### src/hw/rtl/cle_pkg.sv
// Shared types and constants for the compacting list engine.
// No dependencies; used by every module in hw/rtl except cle_ram.
`timescale 1ns / 1ps

package cle_pkg;

   localparam int CAPACITY_DEF = 16;
   localparam int DATA_W       = 32;
   localparam int IDX_W        = 4;
   localparam int CMD_W        = 2;
   localparam int STAT_W       = 2;

   typedef enum logic [CMD_W-1:0] {
      OP_APPEND       = 2'd0,
      OP_DELETE_AT    = 2'd1,
      OP_DELETE_VALUE = 2'd2,
      OP_GET          = 2'd3
   } op_type;

   typedef enum logic [STAT_W-1:0] {
      ST_OK    = 2'd0,
      ST_FULL  = 2'd1,
      ST_RANGE = 2'd2
   } status_type;

   typedef enum logic [2:0] {
      S_IDLE,
      S_EXEC,
      S_GET_WAIT,
      S_SCAN,
      S_RESP
   } fsm_type;

   // controller -> datapath
   typedef struct packed {
      logic load;
      logic append;
      logic flag_full;
      logic flag_range;
      logic get_issue;
      logic get_capture;
      logic scan_start_at;
      logic scan_start_val;
      logic scan_run;
      logic scan_finish;
   } ctl_type;

   // datapath -> controller
   typedef struct packed {
      op_type op;
      logic   full;
      logic   idx_valid;
      logic   scan_done;
   } sts_type;

endpackage

### src/hw/rtl/compacting_list_engine.sv
// Top level of the compacting list engine: an ordered list of 32-bit words.
// Depends on cle_pkg, cle_ctrl, cle_datapath (which holds cle_ram).
//
// Usage:
//   Request word (req_valid/req_ready): req_cmd, req_value, req_index.
//   Commands: append, delete at index, delete every copy of a value, get.
//   Response word (rsp_valid/rsp_ready): rsp_read_value, rsp_count,
//   rsp_removed, rsp_status; exactly one response per request.
//   One command is in flight at a time; req_ready is high only while idle.
//   Every accepted command passes through an execute state. Append, and
//   any out-of-range / full command, then go straight to the response;
//   get first waits on the registered element store read; deletes first
//   scan the list (delete-at from the index onward, delete-value from the
//   head, also on an empty list).
//   Deletes walk the stored elements one per cycle through the single-port
//   read / single-port write element store.
//   A stalled response holds its word until rsp_ready; no new request is
//   taken meanwhile. Reset empties the list (count zero); stored words are
//   not cleared and are never read before being written.
`timescale 1ns / 1ps

module compacting_list_engine #(
   parameter int CAPACITY = cle_pkg::CAPACITY_DEF
) (
   input  logic                              clock,
   input  logic                              reset,
   input  logic                              req_valid,
   output logic                              req_ready,
   input  logic [cle_pkg::CMD_W-1:0]         req_cmd,
   input  logic signed [cle_pkg::DATA_W-1:0] req_value,
   input  logic [cle_pkg::IDX_W-1:0]         req_index,
   output logic                              rsp_valid,
   input  logic                              rsp_ready,
   output logic signed [cle_pkg::DATA_W-1:0] rsp_read_value,
   output logic [$clog2(CAPACITY+1)-1:0]     rsp_count,
   output logic [$clog2(CAPACITY+1)-1:0]     rsp_removed,
   output logic [cle_pkg::STAT_W-1:0]        rsp_status
);

   cle_pkg::ctl_type ctl;
   cle_pkg::sts_type sts;

   cle_ctrl u_ctrl (
      .clock     (clock),
      .reset     (reset),
      .req_valid (req_valid),
      .req_ready (req_ready),
      .rsp_valid (rsp_valid),
      .rsp_ready (rsp_ready),
      .ctl       (ctl),
      .sts       (sts)
   );

   cle_datapath #(
      .CAPACITY (CAPACITY)
   ) u_dp (
      .clock          (clock),
      .reset          (reset),
      .req_cmd        (req_cmd),
      .req_value      (req_value),
      .req_index      (req_index),
      .rsp_read_value (rsp_read_value),
      .rsp_count      (rsp_count),
      .rsp_removed    (rsp_removed),
      .rsp_status     (rsp_status),
      .ctl            (ctl),
      .sts            (sts)
   );

endmodule

### src/hw/rtl/cle_ram.sv
// Generic single-write, single-read RAM with registered read data.
// No dependencies.
`timescale 1ns / 1ps

module cle_ram #(
   parameter int WIDTH = 32,
   parameter int DEPTH = 16
) (
   input  logic                     clock,
   input  logic                     we,
   input  logic [$clog2(DEPTH)-1:0] waddr,
   input  logic [WIDTH-1:0]         wdata,
   input  logic [$clog2(DEPTH)-1:0] raddr,
   output logic [WIDTH-1:0]         rdata
);

   logic [WIDTH-1:0] mem_ff [DEPTH];
   logic [WIDTH-1:0] rdata_ff;

   always_ff @(posedge clock) begin
      if (we) begin
         mem_ff[waddr] <= wdata;
      end
      rdata_ff <= mem_ff[raddr];
   end

   assign rdata = rdata_ff;

endmodule

### src/hw/rtl/cle_ctrl.sv
// Command sequencer for the compacting list engine.
// Depends on cle_pkg; drives cle_datapath through ctl_type / sts_type.
`timescale 1ns / 1ps

module cle_ctrl (
   input  logic             clock,
   input  logic             reset,
   input  logic             req_valid,
   output logic             req_ready,
   output logic             rsp_valid,
   input  logic             rsp_ready,
   output cle_pkg::ctl_type ctl,
   input  cle_pkg::sts_type sts
);

   cle_pkg::fsm_type state_ff;
   cle_pkg::fsm_type state_in;

   always_ff @(posedge clock) begin
      if (reset) begin
         state_ff <= cle_pkg::S_IDLE;
      end else begin
         state_ff <= state_in;
      end
   end

   always_comb begin
      state_in = state_ff;
      case (state_ff)
         cle_pkg::S_IDLE: begin
            if (req_valid) begin
               state_in = cle_pkg::S_EXEC;
            end
         end
         cle_pkg::S_EXEC: begin
            case (sts.op)
               cle_pkg::OP_GET: begin
                  state_in = sts.idx_valid ? cle_pkg::S_GET_WAIT : cle_pkg::S_RESP;
               end
               cle_pkg::OP_DELETE_AT: begin
                  state_in = sts.idx_valid ? cle_pkg::S_SCAN : cle_pkg::S_RESP;
               end
               cle_pkg::OP_DELETE_VALUE: begin
                  state_in = cle_pkg::S_SCAN;
               end
               default: begin
                  state_in = cle_pkg::S_RESP;
               end
            endcase
         end
         cle_pkg::S_GET_WAIT: begin
            state_in = cle_pkg::S_RESP;
         end
         cle_pkg::S_SCAN: begin
            if (sts.scan_done) begin
               state_in = cle_pkg::S_RESP;
            end
         end
         cle_pkg::S_RESP: begin
            if (rsp_ready) begin
               state_in = cle_pkg::S_IDLE;
            end
         end
         default: begin
            state_in = cle_pkg::S_IDLE;
         end
      endcase
   end

   always_comb begin
      ctl       = '0;
      req_ready = 1'b0;
      rsp_valid = 1'b0;
      case (state_ff)
         cle_pkg::S_IDLE: begin
            req_ready = 1'b1;
            ctl.load  = req_valid;
         end
         cle_pkg::S_EXEC: begin
            case (sts.op)
               cle_pkg::OP_APPEND: begin
                  ctl.append    = !sts.full;
                  ctl.flag_full = sts.full;
               end
               cle_pkg::OP_DELETE_AT: begin
                  ctl.scan_start_at = sts.idx_valid;
                  ctl.flag_range    = !sts.idx_valid;
               end
               cle_pkg::OP_DELETE_VALUE: begin
                  ctl.scan_start_val = 1'b1;
               end
               cle_pkg::OP_GET: begin
                  ctl.get_issue  = sts.idx_valid;
                  ctl.flag_range = !sts.idx_valid;
               end
               default: begin
                  ctl.flag_range = 1'b0;
               end
            endcase
         end
         cle_pkg::S_GET_WAIT: begin
            ctl.get_capture = 1'b1;
         end
         cle_pkg::S_SCAN: begin
            ctl.scan_run    = !sts.scan_done;
            ctl.scan_finish = sts.scan_done;
         end
         cle_pkg::S_RESP: begin
            rsp_valid = 1'b1;
         end
         default: begin
            rsp_valid = 1'b0;
         end
      endcase
   end

endmodule

### src/hw/rtl/cle_datapath.sv
// Datapath: command registers, element count, scan pointers, result registers.
// Depends on cle_pkg and cle_ram; sequenced by cle_ctrl.
`timescale 1ns / 1ps

module cle_datapath #(
   parameter int CAPACITY = cle_pkg::CAPACITY_DEF
) (
   input  logic                                clock,
   input  logic                                reset,
   input  logic [cle_pkg::CMD_W-1:0]           req_cmd,
   input  logic signed [cle_pkg::DATA_W-1:0]   req_value,
   input  logic [cle_pkg::IDX_W-1:0]           req_index,
   output logic signed [cle_pkg::DATA_W-1:0]   rsp_read_value,
   output logic [$clog2(CAPACITY+1)-1:0]       rsp_count,
   output logic [$clog2(CAPACITY+1)-1:0]       rsp_removed,
   output logic [cle_pkg::STAT_W-1:0]          rsp_status,
   input  cle_pkg::ctl_type                    ctl,
   output cle_pkg::sts_type                    sts
);

   localparam int CNT_W  = $clog2(CAPACITY + 1);
   localparam int ADDR_W = $clog2(CAPACITY);
   localparam int CMP_W  = (CNT_W > cle_pkg::IDX_W) ? CNT_W : cle_pkg::IDX_W;

   cle_pkg::op_type            op_ff, op_in;
   logic [cle_pkg::DATA_W-1:0] value_ff, value_in;
   logic [cle_pkg::IDX_W-1:0]  index_ff, index_in;
   logic [CNT_W-1:0]           count_ff, count_in;
   logic [CNT_W-1:0]           rd_ptr_ff, rd_ptr_in;
   logic [CNT_W-1:0]           wr_ptr_ff, wr_ptr_in;
   logic [CNT_W-1:0]           gone_ff, gone_in;
   logic                       pend_ff, pend_in;
   logic [ADDR_W-1:0]          pend_pos_ff, pend_pos_in;
   logic                       mode_at_ff, mode_at_in;
   logic [cle_pkg::DATA_W-1:0] rval_ff, rval_in;
   logic [CNT_W-1:0]           removed_ff, removed_in;
   cle_pkg::status_type        status_ff, status_in;

   logic [CMP_W-1:0]           idx_wide;
   logic [ADDR_W-1:0]          idx_addr;
   logic                       issue;
   logic                       drop;
   logic                       ram_we;
   logic [ADDR_W-1:0]          ram_waddr;
   logic [ADDR_W-1:0]          ram_raddr;
   logic [cle_pkg::DATA_W-1:0] ram_wdata;
   logic [cle_pkg::DATA_W-1:0] ram_rdata;

   assign idx_wide = CMP_W'(index_ff);
   assign idx_addr = idx_wide[ADDR_W-1:0];

   assign sts.op        = op_ff;
   assign sts.full      = (count_ff == CNT_W'(CAPACITY));
   assign sts.idx_valid = (idx_wide < CMP_W'(count_ff));
   assign sts.scan_done = !pend_ff && (rd_ptr_ff >= count_ff);

   always_comb begin
      op_in       = op_ff;
      value_in    = value_ff;
      index_in    = index_ff;
      count_in    = count_ff;
      rd_ptr_in   = rd_ptr_ff;
      wr_ptr_in   = wr_ptr_ff;
      gone_in     = gone_ff;
      pend_in     = pend_ff;
      pend_pos_in = pend_pos_ff;
      mode_at_in  = mode_at_ff;
      rval_in     = rval_ff;
      removed_in  = removed_ff;
      status_in   = status_ff;
      ram_we      = 1'b0;
      ram_waddr   = count_ff[ADDR_W-1:0];
      ram_wdata   = value_ff;
      ram_raddr   = rd_ptr_ff[ADDR_W-1:0];
      issue       = 1'b0;
      drop        = 1'b0;

      if (ctl.load) begin
         op_in      = cle_pkg::op_type'(req_cmd);
         value_in   = req_value;
         index_in   = req_index;
         rval_in    = '0;
         removed_in = '0;
         status_in  = cle_pkg::ST_OK;
      end
      if (ctl.append) begin
         ram_we   = 1'b1;
         count_in = count_ff + CNT_W'(1);
      end
      if (ctl.flag_full) begin
         status_in = cle_pkg::ST_FULL;
      end
      if (ctl.flag_range) begin
         status_in = cle_pkg::ST_RANGE;
      end
      if (ctl.get_issue) begin
         ram_raddr = idx_addr;
      end
      if (ctl.get_capture) begin
         rval_in = ram_rdata;
      end
      if (ctl.scan_start_at) begin
         rd_ptr_in  = idx_wide[CNT_W-1:0];
         wr_ptr_in  = idx_wide[CNT_W-1:0];
         gone_in    = '0;
         pend_in    = 1'b0;
         mode_at_in = 1'b1;
      end
      if (ctl.scan_start_val) begin
         rd_ptr_in  = '0;
         wr_ptr_in  = '0;
         gone_in    = '0;
         pend_in    = 1'b0;
         mode_at_in = 1'b0;
      end
      if (ctl.scan_run) begin
         issue       = (rd_ptr_ff < count_ff);
         pend_in     = issue;
         pend_pos_in = rd_ptr_ff[ADDR_W-1:0];
         if (issue) begin
            rd_ptr_in = rd_ptr_ff + CNT_W'(1);
         end
         if (pend_ff) begin
            drop = mode_at_ff ? (pend_pos_ff == idx_addr) : (ram_rdata == value_ff);
            if (drop) begin
               gone_in = gone_ff + CNT_W'(1);
            end else begin
               ram_we    = 1'b1;
               ram_waddr = wr_ptr_ff[ADDR_W-1:0];
               ram_wdata = ram_rdata;
               wr_ptr_in = wr_ptr_ff + CNT_W'(1);
            end
         end
      end
      if (ctl.scan_finish) begin
         count_in   = wr_ptr_ff;
         removed_in = gone_ff;
      end
   end

   always_ff @(posedge clock) begin
      if (reset) begin
         count_ff <= '0;
         pend_ff  <= 1'b0;
      end else begin
         count_ff <= count_in;
         pend_ff  <= pend_in;
      end
   end

   always_ff @(posedge clock) begin
      op_ff       <= op_in;
      value_ff    <= value_in;
      index_ff    <= index_in;
      rd_ptr_ff   <= rd_ptr_in;
      wr_ptr_ff   <= wr_ptr_in;
      gone_ff     <= gone_in;
      pend_pos_ff <= pend_pos_in;
      mode_at_ff  <= mode_at_in;
      rval_ff     <= rval_in;
      removed_ff  <= removed_in;
      status_ff   <= status_in;
   end

   cle_ram #(
      .WIDTH (cle_pkg::DATA_W),
      .DEPTH (CAPACITY)
   ) u_store (
      .clock (clock),
      .we    (ram_we),
      .waddr (ram_waddr),
      .wdata (ram_wdata),
      .raddr (ram_raddr),
      .rdata (ram_rdata)
   );

   assign rsp_read_value = rval_ff;
   assign rsp_count      = count_ff;
   assign rsp_removed    = removed_ff;
   assign rsp_status     = status_ff;

endmodule

### config.mk
export PLATFORM = sky130hd
export DESIGN_NAME = compacting_list_engine
export DESIGN_NICKNAME = d
export VERILOG_FILES = /design/src/hw/rtl/cle_pkg.sv /design/src/hw/rtl/compacting_list_engine.sv /design/src/hw/rtl/cle_ram.sv /design/src/hw/rtl/cle_ctrl.sv /design/src/hw/rtl/cle_datapath.sv
export SDC_FILE = /design/constraint.sdc
export NUM_CORES = 1
export LEC_CHECK = 0
export BUFFER_PORTS_ARGS = -buffer_cell sky130_fd_sc_hd__clkbuf_2
export CORE_MARGIN = 8
export CORE_UTILIZATION = 40
export CTS_BUF_LIST = sky130_fd_sc_hd__clkbuf_4
export DETAILED_ROUTE_END_ITERATION = 10
export PLACE_DENSITY_LB_ADDON = 0.05
export SYNTH_ARGS = -nofsm -noshare
export SYNTH_HDL_FRONTEND = slang
export SYNTH_SLANG_ARGS = --single-unit
### constraint.sdc
create_clock -name clock -period 6.4 [get_ports clock]
set_clock_uncertainty 0.05 [all_clocks]
set_input_delay 0.32 -clock clock [delete_from_list [all_inputs] [get_ports clock]]
set_output_delay 0.32 -clock clock [all_outputs]
set_load 0.03 [all_outputs]
==> flow_summary.toml <==
[sta]
max-slew-margin-rel = 0.139
timing.final.ws_setup_ns = 2.11
timing.fmax_mhz = 233
tns_ns = 0
rsz0062_at_grt = "false"
fin_crit_ns = 4.29
setup_viol = 0
hold_ws_ns = 0.131
drv_slew = 0
fin_crit_sh = 0.670
worst_pin_slew_ns = 1.29
hold_viol_final = 0

[power_and_ir_drop]
p_leak_nw = 11.4
p_total_mw = 11.0
p_per_area_mw_per_mm2 = 366
vdd_ir_drop_max_uv = 259

[yosys]
yosysSeqAreaShare = 0.747
syn_inst = 1491
synthDistinctLibCells = 60
netlist_area_mm2 = 0.0254
synth_top_area_frac = 0.700
yosysWarnings = 0
yosys-top-cells-area = "edfxtp_1 (70%), mux2i_1 (10%), dfxtp_1 (4.7%)"
synth-seq-cells = 650
ys.flop_type = "edfxtp_1"
syn_nets = 1546
syn_avg_cell_area_um2 = 17.0
synthArstFlopShare = 0
yosysMostFrequentCell = "edfxtp_1"
synth_common_cells = "edfxtp_1 (591), mux2i_1 (263), o22ai_1 (137), dfxtp_1 (59), buf_2 (39)"
synth_edf_count = 591
synth_top_area_cell = "edfxtp_1"

[detailed_routing]
via_count = 14700
drtIter0Drc = 971
vias_per_cell = 5.30
wirelength_um = 71900
antenna_left = 0
first_pass_iters = 5
wire_per_inst_um = 25.9
drcViolationCount = 0

[grt]
grt_pass1_vias = 15100
antenna_found_initial = 3
grtUsageTotal = 0.201
grt-ovfl-total = 0
grt_pass1_wl_um = 103000
grt_max_degree = 144

[floorplan]
rows = 92
core_mm2 = 0.0629
die_h_um = 268
die_w_um = 268
dieArea_mm2 = 0.0717
io_pins = 88
start_util = 0.403

[cells_and_area]
final_util = 0.478
seqCellArea_mm2 = 0.0189
final_layout_size_suffix_gt1_frac = 0.248
final.fill_count = 5586
instances_no_fill = 2772
final_cell_area_mm2 = 0.0300
multiInputGateArea_mm2 = 0.00629
fin_nets = 1845
area_delta_synth_final_pct = 18.5

[setup_path]
path_cells = "inv_1 -> ha_1 -> a211oi_1 -> o2111ai_4 -> nor2_4 -> nor2_1 -> o22ai_4 -> buf_4 -> o22ai_1 -> or4_1"
path_class = "flop to flop"
crit_fanout = 17
arrival_ns = 5.05
worstReg2RegStart = "u_dp.rsp_count[1]"
required_ns = 7.17
cp_top_family = "compound AO/OA/AOI/OAI gates"
critPathLaunchType = "flop"
cp_slowest_stage_delay_ns = 0.76
cp-startpoint = "u_dp.rsp_count[1]"
cp_num_buf_inv = 2
endpoint_kind = "flop"
critPathSlowestCell = "o22ai_4"

[clocking]
clk_pin_slew_worst_paths_ns = 0.06
cts_resized = 0
cts-root-buf = "clkbuf_4"
tritoncts = "built"
cts_inserted_buffers = 174
clock-sinks = 650
clockBufferDepth = 3
htree_levels = 4
clock_latency_ns = 0.96
postCtsSetupBuffers = 0

[placed_design]
place_hpwl_um = 36300
port_buffers = 87
gp_congestion = 0.751
pre_cts_slack_ns = 2.11
placedInstanceArea_mm2 = 0.0270
dp.cells = 2386

[flow_run]
cap_violations = 0

[min_path]
hold_class = "input pin to flop"
hold_start = "req_value[25]"

[status]
status = "completed"
-- cell families (layout without fill, tap and decap cells) --
family | Yosys count | after routing | synth area share
and+or+nand+nor | 202 | 202 | 0.0458
xor gates and xnor gates | 37 | 37 | 0.0128
AOI/OAI and AO/OA | 207 | 207 | 0.0534
adders and majority gates | 13 | 13 | 0.00642
DFF | 650 | 650 | 0.747
muxes | 294 | 294 | 0.118
other | 0 | 4 | 0
buffers and inverters | 88 | 519 | 0.0173
-- report_power, final --
| group | total, mW | internal [mW] | switching (mW) | leakage (nW) |
|---|---|---|---|---|
| Combinational | 2.23 | 0.879 | 1.35 | 4.20 |
| Clock | 3.68 | 2.01 | 1.67 | 1.36 |
| Sequential | 5.07 | 4.88 | 0.191 | 5.86 |
-- layer usage --
layer,track usage,up-vias,part of all wire
met1,0.270,7503,0.46
met4,0.0676,0,0.020
li1,-,6644,-
met2,0.323,433,0.47
met5,0,-,0
met3,0.0431,98,0.050
-- what timing repair did --
item / 4_1_cts / 5_1_grt
setup endpoints to repair: 0 / 0
endpoints found under the hold margin: 54 / 0
hold buffers: 74 / 0
-- flip-flops by register name, summed over array words and instances (netlist names), 3 cells and up --
signal	cells
u_ctrl.state_ff	3
u_dp.wr_ptr_ff	5
u_dp.u_store.rdata	32
u_dp.pend_pos_ff	4
u_dp.value_ff	32
u_dp.idx_addr	4
u_dp.rsp_removed	5
u_dp.gone_ff	5
u_dp.rsp_count	5
u_dp.rsp_read_value	32
u_dp.u_store.mem_ff	512
u_dp.rd_ptr_ff	5
-- worst register-to-register path: cells and delay by family (launching register included) --
| family | cells | cell delay [ns] |
|---|---|---|
| AO/OA/AOI/OAI | 4 | 1.65 |
| AND/OR/NAND/NOR | 3 | 0.97 |
| buffers and inverters | 2 | 0.76 |
| flip-flops | 1 | 0.44 |
| adder cells (fa/ha/maj) | 1 | 0.27 |
-- layout make-up --
type                       instances  area share
inverter                          19     0.00237
sequential                       650       0.630
timing repair buffer             192      0.0477
multi-input combinational        753       0.209
clock buffer                     281      0.0702
clock inverter                    27     0.00442
antenna                            4    0.000333
tap                              846      0.0352
-- path summary, 6_finish.rpt --
path,to,slack (ns),depth (start not counted)
setup / recovery,u_dp.u_store.rdata[16],2.11,10
hold / removal,u_dp.value_ff[25],0.13,2
setup reg to reg,u_dp.u_store.rdata[16],2.11,10
hold reg to reg,u_dp.rsp_status[0],0.41,2
-- cell usage in the layout (no fill, tap or decap), drive strengths merged, types with 10 or more instances in the layout --
| cell | instances |
|---|---|
| clkinv | 21 |
| nor3 | 10 |
| o21ai | 14 |
| or4 | 33 |
| edfxtp | 591 |
| dfxtp | 59 |
| mux2 | 31 |
| nor2 | 26 |
| nand2 | 37 |
| o22ai | 138 |
| inv | 23 |
| and2 | 35 |
| clkbuf | 368 |
| ha | 13 |
| mux2i | 263 |
| nand3 | 19 |
| xor2 | 31 |
| buf | 31 |
| a21oi | 18 |
| dlygate4sd3 | 74 |
No activity file was read; power rests on OpenSTA's default activity.
